==> src/hw/rtl/lpfa_pkg.sv <==
// shared constants, types and codes of the length-prefixed frame assembler
package lpfa_pkg;

  localparam int MAX_FRAME_BYTES = 1024;
  localparam int HEADER_BYTES    = 6;
  localparam int CHECKSUM_BYTES  = 2;
  localparam int LEN_LOW_POS     = 4;
  localparam int LEN_HIGH_POS    = 5;

  localparam int FRAME_W  = 11;
  localparam int POS_W    = 10;
  localparam int TIME_W   = 32;
  localparam int GAP_W    = 16;
  localparam int MAXPL_W  = 10;
  localparam int BYTE_W   = 8;
  localparam int STATUS_W = 2;

  localparam int CFG_IDX_W  = 2;
  localparam int CFG_DATA_W = 16;

  localparam int QUEUE_DEPTH = 2;
  localparam int QPTR_W      = (QUEUE_DEPTH > 1) ? $clog2(QUEUE_DEPTH) : 1;
  localparam int QCNT_W      = $clog2(QUEUE_DEPTH + 1);

  localparam logic [CFG_IDX_W-1:0] CFG_START_BYTE  = 2'd0;
  localparam logic [CFG_IDX_W-1:0] CFG_GAP_TIMEOUT = 2'd1;
  localparam logic [CFG_IDX_W-1:0] CFG_MAX_PAYLOAD = 2'd2;

  localparam logic [STATUS_W-1:0] STS_BUSY    = 2'd0;
  localparam logic [STATUS_W-1:0] STS_DONE    = 2'd1;
  localparam logic [STATUS_W-1:0] STS_TIMEOUT = 2'd2;
  localparam logic [STATUS_W-1:0] STS_BAD_LEN = 2'd3;

  localparam logic [BYTE_W-1:0]  START_BYTE_RST  = 8'd165;
  localparam logic [GAP_W-1:0]   GAP_TIMEOUT_RST = 16'd1000;
  localparam logic [MAXPL_W-1:0] MAX_PAYLOAD_RST = 10'd1016;

  typedef struct packed {
    logic [BYTE_W-1:0]  start_byte;
    logic [GAP_W-1:0]   gap_timeout_ms;
    logic [MAXPL_W-1:0] max_payload;
  } cfg_t;

  typedef struct packed {
    logic              byte_offered;
    logic              is_start;
    logic [BYTE_W-1:0] rx_byte;
    logic [TIME_W-1:0] now_ms;
  } item_t;

endpackage

==> src/hw/rtl/lpfa_if.sv <==
// valid/ready channel interfaces for poll words and result words
interface lpfa_in_if import lpfa_pkg::*; ();
  logic              valid;
  logic              ready;
  logic              operation;
  logic [BYTE_W-1:0] rx_byte;
  logic [TIME_W-1:0] now_ms;

  modport source (output valid, operation, rx_byte, now_ms, input ready);
  modport sink (input valid, operation, rx_byte, now_ms, output ready);
endinterface

interface lpfa_out_if import lpfa_pkg::*; ();
  logic                valid;
  logic                ready;
  logic [STATUS_W-1:0] status;
  logic                byte_taken;
  logic                byte_stored;
  logic [BYTE_W-1:0]   stored_byte;
  logic [POS_W-1:0]    byte_position;
  logic [FRAME_W-1:0]  frame_length;

  modport source (output valid, status, byte_taken, byte_stored, stored_byte, byte_position,
                  frame_length, input ready);
  modport sink (input valid, status, byte_taken, byte_stored, stored_byte, byte_position,
                frame_length, output ready);
endinterface

==> src/hw/rtl/lpfa_front.sv <==
// front end: accepts poll words, classifies them and queues them for the back end
module lpfa_front import lpfa_pkg::*; (
  input  logic              clk,
  input  logic              rst_n,
  lpfa_in_if.sink           in_ch,
  input  logic [BYTE_W-1:0] start_byte,
  output logic              q_valid,
  output item_t             q_item,
  input  logic              q_pop
);

  item_t               mem_r [QUEUE_DEPTH];
  logic [QPTR_W-1:0]   wr_ptr_r, wr_ptr_nxt;
  logic [QPTR_W-1:0]   rd_ptr_r, rd_ptr_nxt;
  logic [QCNT_W-1:0]   count_r, count_nxt;
  logic                push;
  logic                pop;
  item_t               new_item;

  assign in_ch.ready = (count_r != QCNT_W'(QUEUE_DEPTH));
  assign push        = in_ch.valid && in_ch.ready;
  assign q_valid     = (count_r != '0);
  assign pop         = q_pop && q_valid;
  assign q_item      = mem_r[rd_ptr_r];

  always_comb begin
    new_item.byte_offered = in_ch.operation;
    new_item.is_start     = (in_ch.rx_byte == start_byte);
    new_item.rx_byte      = in_ch.rx_byte;
    new_item.now_ms       = in_ch.now_ms;
  end

  always_comb begin
    wr_ptr_nxt = wr_ptr_r;
    rd_ptr_nxt = rd_ptr_r;
    count_nxt  = count_r;
    if (push) begin
      wr_ptr_nxt = (wr_ptr_r == QPTR_W'(QUEUE_DEPTH - 1)) ? '0 : wr_ptr_r + QPTR_W'(1);
    end
    if (pop) begin
      rd_ptr_nxt = (rd_ptr_r == QPTR_W'(QUEUE_DEPTH - 1)) ? '0 : rd_ptr_r + QPTR_W'(1);
    end
    if (push && !pop) begin
      count_nxt = count_r + QCNT_W'(1);
    end else if (pop && !push) begin
      count_nxt = count_r - QCNT_W'(1);
    end
  end

  always_ff @(posedge clk) begin
    if (!rst_n) begin
      wr_ptr_r <= '0;
      rd_ptr_r <= '0;
      count_r  <= '0;
    end else begin
      wr_ptr_r <= wr_ptr_nxt;
      rd_ptr_r <= rd_ptr_nxt;
      count_r  <= count_nxt;
    end
  end

  always_ff @(posedge clk) begin
    if (push) begin
      mem_r[wr_ptr_r] <= new_item;
    end
  end

endmodule

==> src/hw/rtl/lpfa_back.sv <==
// back end: frame state, timeout and length checks, and the result register
module lpfa_back import lpfa_pkg::*; (
  input  logic     clk,
  input  logic     rst_n,
  input  cfg_t     cfg,
  input  logic     q_valid,
  input  item_t    q_item,
  output logic     q_pop,
  lpfa_out_if.source out_ch
);

  logic [FRAME_W-1:0]  held_r, held_nxt;
  logic [FRAME_W-1:0]  exp_r, exp_nxt;
  logic [TIME_W-1:0]   last_r, last_nxt;
  logic [BYTE_W-1:0]   low_r, low_nxt;
  logic [BYTE_W-1:0]   high_r, high_nxt;

  logic                out_valid_r;
  logic [STATUS_W-1:0] status_r, status_nxt;
  logic                taken_r, taken_nxt;
  logic                stored_r, stored_nxt;
  logic [BYTE_W-1:0]   sbyte_r, sbyte_nxt;
  logic [POS_W-1:0]    pos_r, pos_nxt;
  logic [FRAME_W-1:0]  flen_r, flen_nxt;

  logic [TIME_W-1:0]   gap;
  logic                timed_out;
  logic [FRAME_W-1:0]  held_inc;
  logic [2*BYTE_W-1:0] payload;
  logic                drop;

  assign q_pop = q_valid && (!out_valid_r || out_ch.ready);

  assign gap       = q_item.now_ms - last_r;
  assign timed_out = (held_r != '0) && (gap > TIME_W'(cfg.gap_timeout_ms));
  assign held_inc  = held_r + FRAME_W'(1);

  always_comb begin
    held_nxt   = held_r;
    exp_nxt    = exp_r;
    last_nxt   = last_r;
    low_nxt    = low_r;
    high_nxt   = high_r;
    status_nxt = STS_BUSY;
    taken_nxt  = 1'b0;
    stored_nxt = 1'b0;
    sbyte_nxt  = '0;
    pos_nxt    = '0;
    flen_nxt   = '0;
    drop       = 1'b0;
    payload    = '0;
    if (timed_out) begin
      drop       = 1'b1;
      status_nxt = STS_TIMEOUT;
    end else if (q_item.byte_offered) begin
      taken_nxt = 1'b1;
      last_nxt  = q_item.now_ms;
      if (held_r == '0 && !q_item.is_start) begin
        status_nxt = STS_BUSY;
      end else if (held_r >= FRAME_W'(MAX_FRAME_BYTES)) begin
        drop       = 1'b1;
        status_nxt = STS_BAD_LEN;
      end else begin
        stored_nxt = 1'b1;
        sbyte_nxt  = q_item.rx_byte;
        pos_nxt    = held_r[POS_W-1:0];
        if (held_r == FRAME_W'(LEN_LOW_POS)) begin
          low_nxt = q_item.rx_byte;
        end
        if (held_r == FRAME_W'(LEN_HIGH_POS)) begin
          high_nxt = q_item.rx_byte;
        end
        held_nxt = held_inc;
        if (held_inc == FRAME_W'(HEADER_BYTES)) begin
          payload = {high_nxt, low_nxt};
          if (payload > (2*BYTE_W)'(cfg.max_payload)) begin
            drop       = 1'b1;
            status_nxt = STS_BAD_LEN;
          end else begin
            exp_nxt = FRAME_W'(HEADER_BYTES) + payload[FRAME_W-1:0] +
                      FRAME_W'(CHECKSUM_BYTES);
          end
        end
        if (!drop && exp_nxt != '0 && held_inc == exp_nxt) begin
          status_nxt = STS_DONE;
          flen_nxt   = held_inc;
          drop       = 1'b1;
        end
      end
    end
    if (drop) begin
      held_nxt = '0;
      exp_nxt  = '0;
      low_nxt  = '0;
      high_nxt = '0;
      last_nxt = q_item.now_ms;
    end
  end

  always_ff @(posedge clk) begin
    if (!rst_n) begin
      held_r      <= '0;
      exp_r       <= '0;
      last_r      <= '0;
      low_r       <= '0;
      high_r      <= '0;
      out_valid_r <= 1'b0;
    end else begin
      if (q_pop) begin
        held_r      <= held_nxt;
        exp_r       <= exp_nxt;
        last_r      <= last_nxt;
        low_r       <= low_nxt;
        high_r      <= high_nxt;
        out_valid_r <= 1'b1;
      end else if (out_ch.ready) begin
        out_valid_r <= 1'b0;
      end
    end
  end

  always_ff @(posedge clk) begin
    if (q_pop) begin
      status_r <= status_nxt;
      taken_r  <= taken_nxt;
      stored_r <= stored_nxt;
      sbyte_r  <= sbyte_nxt;
      pos_r    <= pos_nxt;
      flen_r   <= flen_nxt;
    end
  end

  assign out_ch.valid         = out_valid_r;
  assign out_ch.status        = status_r;
  assign out_ch.byte_taken    = taken_r;
  assign out_ch.byte_stored   = stored_r;
  assign out_ch.stored_byte   = sbyte_r;
  assign out_ch.byte_position = pos_r;
  assign out_ch.frame_length  = flen_r;

endmodule

==> src/hw/rtl/length_prefixed_frame_assembler.sv <==
// top level of the length-prefixed frame assembler
//
// in_ch carries one poll word per handshake: operation (byte offered or not),
// rx_byte and a wrapping millisecond timestamp now_ms. out_ch returns exactly
// one result word per poll word, in order: status, whether the byte was taken
// and stored, the stored byte with its frame position, and the frame length
// on completion. A byte refused on timeout must be offered again by the source.
// Result valid rises once the word has passed the queue and the result register.
// The throughput is one word per cycle while out_ch is read, set by the frame
// state update in the back end.
// A 2-word queue sits between front and back, and the result
// register frees as it is taken, so in_ch stays ready while out_ch is read
// every cycle. When out_ch stalls the result holds, the queue fills and
// in_ch.ready drops after two more words. cfg_we writes start_byte (index 0),
// gap_timeout_ms (1) or max_payload (2) from cfg_data; other indexes are ignored.
// Synchronous reset clears the frame state and the queue, empties the output
// and restores start_byte 165, timeout 1000 and max payload 1016.
module length_prefixed_frame_assembler import lpfa_pkg::*; (
  input  logic                  clk,
  input  logic                  rst_n,
  lpfa_in_if.sink               in_ch,
  lpfa_out_if.source            out_ch,
  input  logic                  cfg_we,
  input  logic [CFG_IDX_W-1:0]  cfg_index,
  input  logic [CFG_DATA_W-1:0] cfg_data
);

  cfg_t  cfg_r;
  logic  q_valid;
  item_t q_item;
  logic  q_pop;

  always_ff @(posedge clk) begin
    if (!rst_n) begin
      cfg_r.start_byte     <= START_BYTE_RST;
      cfg_r.gap_timeout_ms <= GAP_TIMEOUT_RST;
      cfg_r.max_payload    <= MAX_PAYLOAD_RST;
    end else if (cfg_we) begin
      case (cfg_index)
        CFG_START_BYTE:  cfg_r.start_byte     <= cfg_data[BYTE_W-1:0];
        CFG_GAP_TIMEOUT: cfg_r.gap_timeout_ms <= cfg_data[GAP_W-1:0];
        CFG_MAX_PAYLOAD: cfg_r.max_payload    <= cfg_data[MAXPL_W-1:0];
        default: begin
        end
      endcase
    end
  end

  lpfa_front u_front (
    .clk        (clk),
    .rst_n      (rst_n),
    .in_ch      (in_ch),
    .start_byte (cfg_r.start_byte),
    .q_valid    (q_valid),
    .q_item     (q_item),
    .q_pop      (q_pop)
  );

  lpfa_back u_back (
    .clk     (clk),
    .rst_n   (rst_n),
    .cfg     (cfg_r),
    .q_valid (q_valid),
    .q_item  (q_item),
    .q_pop   (q_pop),
    .out_ch  (out_ch)
  );

  a_stored_needs_taken: assert property (@(posedge clk) disable iff (!rst_n)
    out_ch.valid && out_ch.byte_stored |-> out_ch.byte_taken)
    else $error("stored word not marked taken");

  a_done_has_length: assert property (@(posedge clk) disable iff (!rst_n)
    out_ch.valid && out_ch.status == STS_DONE |->
      out_ch.byte_stored && out_ch.frame_length != '0)
    else $error("completed frame without length or stored word");

  a_timeout_takes_nothing: assert property (@(posedge clk) disable iff (!rst_n)
    out_ch.valid && out_ch.status == STS_TIMEOUT |->
      !out_ch.byte_taken && !out_ch.byte_stored)
    else $error("timeout abort consumed a word");

  a_empty_after_reset: assert property (@(posedge clk)
    $past(!rst_n) |-> !out_ch.valid)
    else $error("result valid right after reset");

endmodule
==> src/flat_wrapper.sv <==
// flat-port wrapper written by rule: the top's interface ports become plain ports
module length_prefixed_frame_assembler_flat import lpfa_pkg::*;
  (clk, rst_n, cfg_we, cfg_index, cfg_data, in_ch_valid, in_ch_operation, in_ch_rx_byte, in_ch_now_ms, in_ch_ready, out_ch_valid, out_ch_status, out_ch_byte_taken, out_ch_byte_stored, out_ch_stored_byte, out_ch_byte_position, out_ch_frame_length, out_ch_ready);
  lpfa_in_if in_ch_i ();
  lpfa_out_if out_ch_i ();
  input  logic clk;
  input  logic rst_n;
  input  logic cfg_we;
  input  logic [CFG_IDX_W-1:0] cfg_index;
  input  logic [CFG_DATA_W-1:0] cfg_data;
  input wire logic [$bits(in_ch_i.valid)-1:0] in_ch_valid;
  input wire logic [$bits(in_ch_i.operation)-1:0] in_ch_operation;
  input wire logic [$bits(in_ch_i.rx_byte)-1:0] in_ch_rx_byte;
  input wire logic [$bits(in_ch_i.now_ms)-1:0] in_ch_now_ms;
  output wire logic [$bits(in_ch_i.ready)-1:0] in_ch_ready;
  output wire logic [$bits(out_ch_i.valid)-1:0] out_ch_valid;
  output wire logic [$bits(out_ch_i.status)-1:0] out_ch_status;
  output wire logic [$bits(out_ch_i.byte_taken)-1:0] out_ch_byte_taken;
  output wire logic [$bits(out_ch_i.byte_stored)-1:0] out_ch_byte_stored;
  output wire logic [$bits(out_ch_i.stored_byte)-1:0] out_ch_stored_byte;
  output wire logic [$bits(out_ch_i.byte_position)-1:0] out_ch_byte_position;
  output wire logic [$bits(out_ch_i.frame_length)-1:0] out_ch_frame_length;
  input wire logic [$bits(out_ch_i.ready)-1:0] out_ch_ready;
  assign in_ch_i.valid = in_ch_valid;
  assign in_ch_i.operation = in_ch_operation;
  assign in_ch_i.rx_byte = in_ch_rx_byte;
  assign in_ch_i.now_ms = in_ch_now_ms;
  assign in_ch_ready = in_ch_i.ready;
  assign out_ch_valid = out_ch_i.valid;
  assign out_ch_status = out_ch_i.status;
  assign out_ch_byte_taken = out_ch_i.byte_taken;
  assign out_ch_byte_stored = out_ch_i.byte_stored;
  assign out_ch_stored_byte = out_ch_i.stored_byte;
  assign out_ch_byte_position = out_ch_i.byte_position;
  assign out_ch_frame_length = out_ch_i.frame_length;
  assign out_ch_i.ready = out_ch_ready;
  length_prefixed_frame_assembler u_core (.clk(clk), .rst_n(rst_n), .in_ch(in_ch_i), .out_ch(out_ch_i), .cfg_we(cfg_we), .cfg_index(cfg_index), .cfg_data(cfg_data));
endmodule
==> config.mk <==
export PLATFORM = sky130hd
export DESIGN_NAME = length_prefixed_frame_assembler_flat
export DESIGN_NICKNAME = d
export VERILOG_FILES = /design/src/hw/rtl/lpfa_pkg.sv /design/src/hw/rtl/lpfa_if.sv /design/src/hw/rtl/lpfa_front.sv /design/src/hw/rtl/lpfa_back.sv /design/src/hw/rtl/length_prefixed_frame_assembler.sv /design/src/flat_wrapper.sv
export SDC_FILE = /design/constraint.sdc
export NUM_CORES = 1
export LEC_CHECK = 0
export BUFFER_PORTS_ARGS = -buffer_cell sky130_fd_sc_hd__buf_4
export CELL_PAD_IN_SITES_DETAIL_PLACEMENT = 2
export CELL_PAD_IN_SITES_GLOBAL_PLACEMENT = 2
export CORE_MARGIN = 2
export CORE_UTILIZATION = 35
export DETAILED_ROUTE_END_ITERATION = 10
export PLACE_DENSITY_LB_ADDON = 0.15
export SLEW_MARGIN = 20
export SYNTH_ARGS = -nofsm -noshare
export SYNTH_HDL_FRONTEND = slang
export SYNTH_SLANG_ARGS = --single-unit
==> constraint.sdc <==
create_clock -name clk -period 7.05 [get_ports clk]
set_clock_uncertainty 0.05 [all_clocks]
set_input_delay 1.41 -clock clk [delete_from_list [all_inputs] [get_ports clk]]
set_output_delay 1.41 -clock clk [all_outputs]
set_load 0.01 [all_outputs]
# After elaboration in Yosys (flattened, before gate mapping)
# Memories as Yosys holds them, arrays and structs flattened. A register that Yosys moved wholly into a read port is not among the register bits.
# Cells that the tools add are included.
[word_totals]
ff_bits = 142
ramBits = 84
memories = 1
out_inout_bits = 35
in_bits = 64
[classes]
add_sub_neg = 8
reduce_logical = 31
eq_ne = 11
n_bitwise = 2
mux = 68
magnitude_cmp = 3
[mem_list]
columns = ["memory", "words", "width", "rd", "rd_ports_with_merged_regs", "wr", "line", "rtl"]
rows = [
  ["u_core.u_front.mem_r", 2, 42, 1, 1, 1, "lpfa_front.sv:12", "item_t mem_r [QUEUE_DEPTH];"],
]
[op_table]
columns = ["cell", "count"]
rows = [
  ["$mux W11", 16],
  ["$mux W8", 20],
  ["$mux W32", 3],
  ["$eq A11 B3 Y1 const B", 3],
  ["$gt A32 B16 Y1", 1],
  ["$sub A32 B32 Y32", 1],
  ["$reduce_bool A11 Y1", 2],
  ["$mux W1", 21],
  ["$gt A16 B10 Y1", 1],
  ["$mux W2", 8],
  ["$add A11 B1 Y11 const B", 1],
  ["$add A11 B2 Y11 const B", 1],
  ["$add A3 B11 Y11 const A", 1],
  ["$eq A11 B11 Y1", 1],
  ["$ge A11 B11 Y1 const B", 1],
  ["$logic_not A11 Y1", 1],
  ["$logic_and A1 B1 Y1", 9],
  ["$eq A8 B8 Y1", 1],
  ["$reduce_bool A2 Y1", 4],
  ["$ne A2 B2 Y1 const B", 3],
  ["$reduce_and A2 Y1", 3],
  ["$logic_not A1 Y1", 5],
  ["$reduce_and A5 Y1", 1],
  ["$reduce_or A5 Y1", 1],
  ["12 further kinds", 14],
]

# Depth between registers and ports, before layout
# Gate-level depths: netlist of run 1.
[logic_depth]
word_depth = 24
mapped_depth = 26

# Modules after synthesis
# From an unflattened synthesis of run 1, not the netlist that was laid out.
[unflattened]
cells_unflattened = 1243
area_unflattened_um2 = 12473.2
[modules_own_cells]
columns = ["mod", "seq_area_each_um2", "cells_per_inst", "n_inst", "area_each_um2"]
rows = [
  ["lpfa_back", 2412.3, 943, 1, 7743.7],
  ["lpfa_front", 2622.5, 166, 1, 3349.5],
  ["length_prefixed_frame_assembler", 680.7, 134, 1, 1380.1],
]

# Worst setup path before layout of run 1
# OpenSTA, ideal clock, no wires.
[synth_path]
path_kind = "register to register"
startpoint = "register (tool-made name)"
endpoint = "register u_core.u_back.flen_r[10], in the netlist u_core.u_back.out_ch.frame_length[10], data pin"
setup_time_ns = 0.140
arrival_ns = 5.589
stages_incl_launch_ff = 27
synth_period_minus_slack_ns = 5.778
required_time_ns = 6.860
setup_slack_ns = 1.272
n_path_buf = 6
path_cell_list = "dfxtp_1 -> buf_2 -> buf_2 -> buf_1 -> clkbuf_1 -> mux2_2 -> ha_1 -> a21oi_1 -> nand2_1 -> o21ai_0 -> o21ai_0 -> a21o_1 -> a21oi_1 -> xnor2_1 -> ha_1 -> nand4_1 -> nor3_1 -> a221o_1 -> nor3_1 -> o21ai_0 -> nor4_1 -> nand4_1 -> o31ai_4 -> buf_4 -> nand3_1 -> buf_2 -> nor2_1"
[synth_rtl]
columns = ["item", "line", "rtl"]
rows = [
  ["end signal, assigned", "lpfa_back.sv:129", "flen_r <= flen_nxt;"],
  ["end, declared", "lpfa_back.sv:24", "logic [FRAME_W-1:0] flen_r, flen_nxt;"],
]

==> results of run 1 <==
## worst max path at each step
stage | slack (ps) | cells after the start | startpoint | to
5_1_grt | 330 | 22 | flip-flop | u_core.u_back.last_r[5]
4_1_cts | 810 | 22 | flip-flop | u_core.u_back.last_r[2]
2_1_floorplan | 1270 | 26 | flip-flop | u_core.u_back.out_ch.frame_length[10]
3_3_place_gp | 980 | 22 | flip-flop | u_core.u_back.last_r[13]
6_report | 930 | 22 | flip-flop | u_core.u_back.last_r[2]
3_5_place_dp | 880 | 22 | flip-flop | u_core.u_back.last_r[14]
## worst max-delay path, cell delays in order, from the launching register on
cell     delay [ps]
dfxtp_2         520
mux2_2          400
ha_1            350
a21oi_1         340
nand2_1         120
o21ai_0         380
o21ai_0         270
a21o_1          230
a21oi_1         160
xnor2_1         100
ha_1            360
nand4_1         160
nor3_1          250
a221o_1         190
nor3_1           40
o21ai_0         150
nor4_1           80
nand4_1         130
o31ai_4          90
buf_4           250
a21oi_4         730
buf_4           420
mux2i_1         260
## layer usage
layer	wire [um]	global-route usage, %
met1	18090	27.09
met2	18670	35.34
met3	1318	2.755
met4	775	5.315
met5	0	0
## metrics by stage
stage | hold slack, ps | util (%)
after floorplan | 375.9 | -
after global routing | 424.3 | 41.54
final | 406.8 | 41.54
after CTS | 412.5 | 41.53
after global placement | 385.4 | 38.73
after detailed placement | 404.0 | 38.73
## flip-flops by register name, indices dropped and copies added, names as in the netlist, 10 cells and up, named ones only
| signal | count |
|---|---|
| u_core.u_front.mem_r | 84 |
| u_core.cfg_r | 34 |
| u_core.u_back.last_r | 32 |
| u_core.u_back.exp_r | 11 |
| u_core.u_back.held_r | 11 |
| u_core.u_back.out_ch.frame_length | 11 |
| u_core.u_back.out_ch.byte_position | 10 |
## cells in the final DEF, fill, tap and decap left out, types with 9 or more instances in the layout
master	Yosys	routed
xor2_1	21	21
o21ai_0	36	36
inv_1	100	100
a21o_1	13	13
a211oi_1	12	12
xnor2_1	30	30
edfxtp_1	117	117
nand4_1	41	41
clkbuf_16	0	29
mux2i_1	57	57
o21ai_1	11	11
ha_1	62	62
a21oi_1	61	61
mux2_2	38	38
dfxtp_1	110	109
nor2_1	59	58
nor3_1	15	15
o22ai_1	20	20
o31ai_1	11	11
o211ai_1	26	26
and3_1	27	26
nand2_1	170	170
nand3_1	31	31
buf_4	3	113
or3_1	9	9
## kinds of logic after synthesis
kind of cell | count (synthesis)
buf+inv | 166
mux | 95
fa+ha+maj | 63
xor+xnor | 52
compound gates | 262
simple gates | 420
flops | 227
## area by class of cell
class / count / area, um^2 / share of cell area (%)
clock inverter: 14 / 193.9 / 1.319
sequential: 227 / 5717 / 38.88
clock buffer: 38 / 799.5 / 5.437
inverter: 102 / 382.9 / 2.604
timing repair buffer: 114 / 859.6 / 5.845
tap: 461 / 576.8 / 3.922
multi-input combinational: 892 / 6176 / 42.00
## where the power goes
group / leakage (uW) / internal [uW] / switching, uW
logic: 0.00308 / 956 / 1530
clock network: 0.000489 / 972 / 571
registers: 0.00201 / 1670 / 107
total: 0.00557 / 3600 / 2210
==> impl_metrics.json, run 1 <==
{
  "status": "finished, final reports clean",
  "setup_viol": 0,
  "yosysTopAreaCell": "edfxtp_1",
  "drt_first_iter_violations": 425,
  "wire_per_inst_um": 21.02,
  "synth.avg_cell_area_um2": 9.754,
  "setup_slack_ps": 932.1,
  "seq_area_frac_synth_pct": 45.60,
  "cp_max_fo": 25,
  "start_kind": "flip-flop",
  "synth_area_leaders": "edfxtp_1 28%, dfxtp_1 18%, ha_1 6.2%",
  "post_cts_buffers": 0,
  "rsz0062_at_grt": "no",
  "pre_cts_ws_ps": 882.7,
  "p_per_area_nw_per_um2": 394.9,
  "setup_tns_ps": 0,
  "p_leak_uw": 0.005575,
  "ant_nets": 0,
  "grt_max_degree": 112,
  "routed_wl_um": 38850,
  "grt_pass1_wl_um": 61070,
  "portBuffers": 98,
  "numCtsBuffers": 28,
  "cap_violations": 0,
  "diodes": 0,
  "cts_tree": "yes",
  "dr.pass1.iters": 4,
  "synth_top_family_by_area": "simple AND/OR/NAND/NOR gates",
  "h-tree-depth": 1,
  "grt_pass1_vias": 10770,
  "netlist.area_leader.share_pct": 28.03,
  "synthAdderAreaFrac_pct": 6.349,
  "cts_resized": 0,
  "cts_sinks": 227,
  "cts-hold-fix-buffers": 0,
  "tightest_slew_ps": 1027,
  "grt_overflow": 0,
  "track_usage_pct": 20.51,
  "finalNetCount": 1492,
  "timing.rr.end": "u_core.u_back.last_r[2]",
  "clk_latency_ps": 560,
  "viasPerCell": 5.416,
  "post-route-min-period_ps": 6118,
  "gp_congestion": 0.8388,
  "root_buffer": "clkbuf_16",
  "min_period_over_period_pct": 86.78,
  "design_area_um2": 14710,
  "synthesis.nets": 1412,
  "worstSetupPathType": "flip-flop to flip-flop",
  "io_pins": 99,
  "drcViolationCount": 0,
  "clock_path_buffers": 3,
  "synth_compound_area_share_pct": 14.23,
  "critPathRequiredTime_ps": 7470,
  "dieHeight_um": 193.2,
  "synth_edf_count": 117,
  "netlist_top_cells_count": "170 x nand2_1, 117 x edfxtp_1, 110 x dfxtp_1, 100 x inv_1, 62 x ha_1",
  "hpwl_um": 28870,
  "r2r_cells": 22,
  "critPathCaptureType": "flip-flop",
  "vias": 10010,
  "dp_cells": 1796,
  "yosysMostFrequentCell": "nand2_1",
  "slew_violations": 0,
  "core_area_um2": 35400,
  "yosys_warnings": 0,
  "die_x_um": 193.2,
  "max_freq_mhz": 163.5,
  "syn_area_um2": 12530,
  "whs_path_depth": 2,
  "hold_viol": 0,
  "layoutNonFillerInstCount": 1848,
  "synth-main-ff-cell": "edfxtp_1",
  "path_clk_slew_ps": 50,
  "ys_ff_latch": 227,
  "relSlewSlack_pct": 31.27,
  "synthCells": 1285,
  "row_count": 69,
  "cp.arrival_ps": 6540,
  "ys_types": 83,
  "peakVddDrop_v": 0.0001787,
  "nFillCells": 3822,
  "hold_end": "u_core.cfg_r[12]",
  "area_growth_pct": 17.32,
  "synth.mux.area_fraction_pct": 7.966,
  "start_util_pct": 35.41,
  "async_reset_ff_share_pct": 0,
  "hold_class": "flip-flop to flip-flop",
  "drive_gt1_share_pct": 16.29,
  "r2r_slack_ps": 930,
  "antenna_found_initial": 0,
  "synth-xor-area-share_pct": 3.743,
  "p_total_uw": 5808,
  "dpl_cell_area_um2": 13710,
  "dieArea_um2": 37340,
  "synth_simple_gate_area_share_pct": 16.85,
  "hold_path_startpoint": "u_core.cfg_r[12]"
}
(Power assumes the default switching activity.)
==> run 2: changes to the inputs <==
--- a/config.mk
+++ b/config.mk
@@ -9,7 +9,7 @@
 export CELL_PAD_IN_SITES_DETAIL_PLACEMENT = 2
 export CELL_PAD_IN_SITES_GLOBAL_PLACEMENT = 2
 export CORE_MARGIN = 2
-export CORE_UTILIZATION = 35
+export CORE_UTILIZATION = 39
 export DETAILED_ROUTE_END_ITERATION = 10
 export PLACE_DENSITY_LB_ADDON = 0.15
 export SLEW_MARGIN = 20
==> impl_metrics.json, run 2 (synthesis gave the netlist of run 1 again) <==
{
  "hpwl_um": 27700,
  "top_regs": "u_core.u_front.mem_r (84), u_core.cfg_r (34), u_core.u_back.last_r (32)",
  "pre_cts_ws_ps": 735.3,
  "largest_reg_flops": 84,
  "clk_latency_ps": 560,
  "status": "finished, final reports clean",
  "critPathRequiredTime_ps": 7440,
  "start_util_pct": 39.62,
  "path_delay_family": "compound AO/OA/AOI/OAI gates",
  "drive_gt1_share_pct": 16.37,
  "nFillCells": 3333,
  "area_growth_pct": 16.31,
  "rsz0062_at_grt": "no",
  "crit_chain": "mux2_2, ha_1, a21oi_1, nand2_1, o21ai_0, o21ai_0, a21o_1, a21oi_1, xnor2_1, ha_1, nand4_1, nor3_1, a221o_1, nor3_1, o21ai_0, nor4_1, nand4_1, o31ai_4, buf_4, a21oi_4, buf_4, o221a_2",
  "hold_viol": 0,
  "crit_slowest_cell": "dfxtp_2",
  "viasPerCell": 5.657,
  "setup_tns_ps": 0,
  "grt_pass1_vias": 10740,
  "regArea_um2": 5717,
  "routed_wl_um": 38040,
  "layout_commonest_cell": "nand2_1",
  "h-tree-depth": 1,
  "portBuffers": 98,
  "setup_viol": 0,
  "worstSetupPathType": "flip-flop to flip-flop",
  "critical_path_buf_inv_count": 2,
  "regMostFlops": "u_core.u_front.mem_r",
  "cts-hold-fix-buffers": 0,
  "wire_per_inst_um": 21.26,
  "grt_max_degree": 58,
  "cap_violations": 0,
  "io_pins": 99,
  "dpl_cell_area_um2": 13640,
  "path_clk_slew_ps": 50,
  "post_cts_buffers": 0,
  "numCtsBuffers": 28,
  "cts_tree": "yes",
  "grt_pass1_wl_um": 61070,
  "critPathCaptureType": "flip-flop",
  "slowest_delay_ps": 690,
  "p_leak_uw": 0.005545,
  "drcViolationCount": 0,
  "tightest_slew_ps": 1086,
  "multi_input_area_um2": 6178,
  "slew_violations": 0,
  "cts_sinks": 227,
  "grt_overflow": 0,
  "p_per_area_nw_per_um2": 391.9,
  "cts_resized": 0,
  "min_period_over_period_pct": 90.17,
  "gp_congestion": 0.8073,
  "design_area_um2": 14580,
  "die_x_um": 183.3,
  "max_freq_mhz": 157.3,
  "final_cell_mix": "170 x nand2_1, 117 x edfxtp_1, 115 x buf_4, 109 x dfxtp_1, 100 x inv_1",
  "post-route-min-period_ps": 6357,
  "clock_path_buffers": 3,
  "dieHeight_um": 183.3,
  "cp_max_fo": 46,
  "setup_slack_ps": 692.9,
  "ant_nets": 0,
  "peakVddDrop_v": 0.0002278,
  "diodes": 0,
  "crit_top_cell": "o21ai_0",
  "relSlewSlack_pct": 27.62,
  "core_area_um2": 31640,
  "root_buffer": "clkbuf_16",
  "start_kind": "flip-flop",
  "dieArea_um2": 33590,
  "dr.pass1.iters": 5,
  "finalNetCount": 1493,
  "vias": 10120,
  "row_count": 65,
  "antenna_found_initial": 0,
  "track_usage_pct": 22.92,
  "hold_class": "flip-flop to flip-flop",
  "cp.arrival_ps": 6740,
  "drt_first_iter_violations": 382
}
==> run 2: cell types whose count changed in the layout (fill, tap and decap cells not counted), sizes merged <==
cell      before  now
buf          114  115
clkbuf        38   36
bufinv         5    4
inv          101  102
clkinvlp       0    1
==> run 2: where the power goes <==
part	total [uW]	switching, uW	leakage, uW	internal [uW]
Combinational	2470	1510	0.00308	954
Clock	1450	564	0.000456	889
Sequential	1800	121	0.00201	1670
Total	5710	2200	0.00555	3520
==> run 2: metrics by stage <==
step | util, % | hold WS, ps | std cells | total power (uW)
after floorplan | - | 375.9 | 1285 | 3454
after global placement | 43.12 | 384.7 | 1738 | 4196
after detailed placement | 43.12 | 399.3 | 1738 | 4282
after CTS | 46.07 | 413.1 | 1789 | 5777
after global routing | 46.08 | 426.5 | 1789 | 6110
final | 46.08 | 406.5 | 1789 | 5714
==> run 2: cell type report <==
class,count,share of cell area [%]
inverters,102,2.626
clock inverters,15,1.330
clock buffers,36,5.081
well taps,402,3.450
repair buffers,115,5.922
flip-flops and latches,227,39.21
multi-input cells,892,42.38
==> run 2: final timing paths <==
path,startpoint,endpoint,slack [ps],cells after the start
max reg2reg,flip-flop,u_core.u_back.last_r[0],690,22
min reg2reg,u_core.u_back.last_r[8],u_core.u_back.last_r[8],410,2
max,flip-flop,u_core.u_back.last_r[0],690,22
min,u_core.u_back.last_r[8],u_core.u_back.last_r[8],410,2
==> run 2: per-layer routing <==
metal	wire length, um	up-vias	global-route usage [%]
met5	0	-	0
met4	607	0	4.352
met3	1345	43	2.760
met2	17900	178	38.21
met1	18190	5063	32.25
li1	-	4837	-
==> run 2: worst min-delay path, cell delays in order (launching register included) <==
cell,delay [ps]
dfxtp_1,310
nand2_1,50
mux2i_1,50
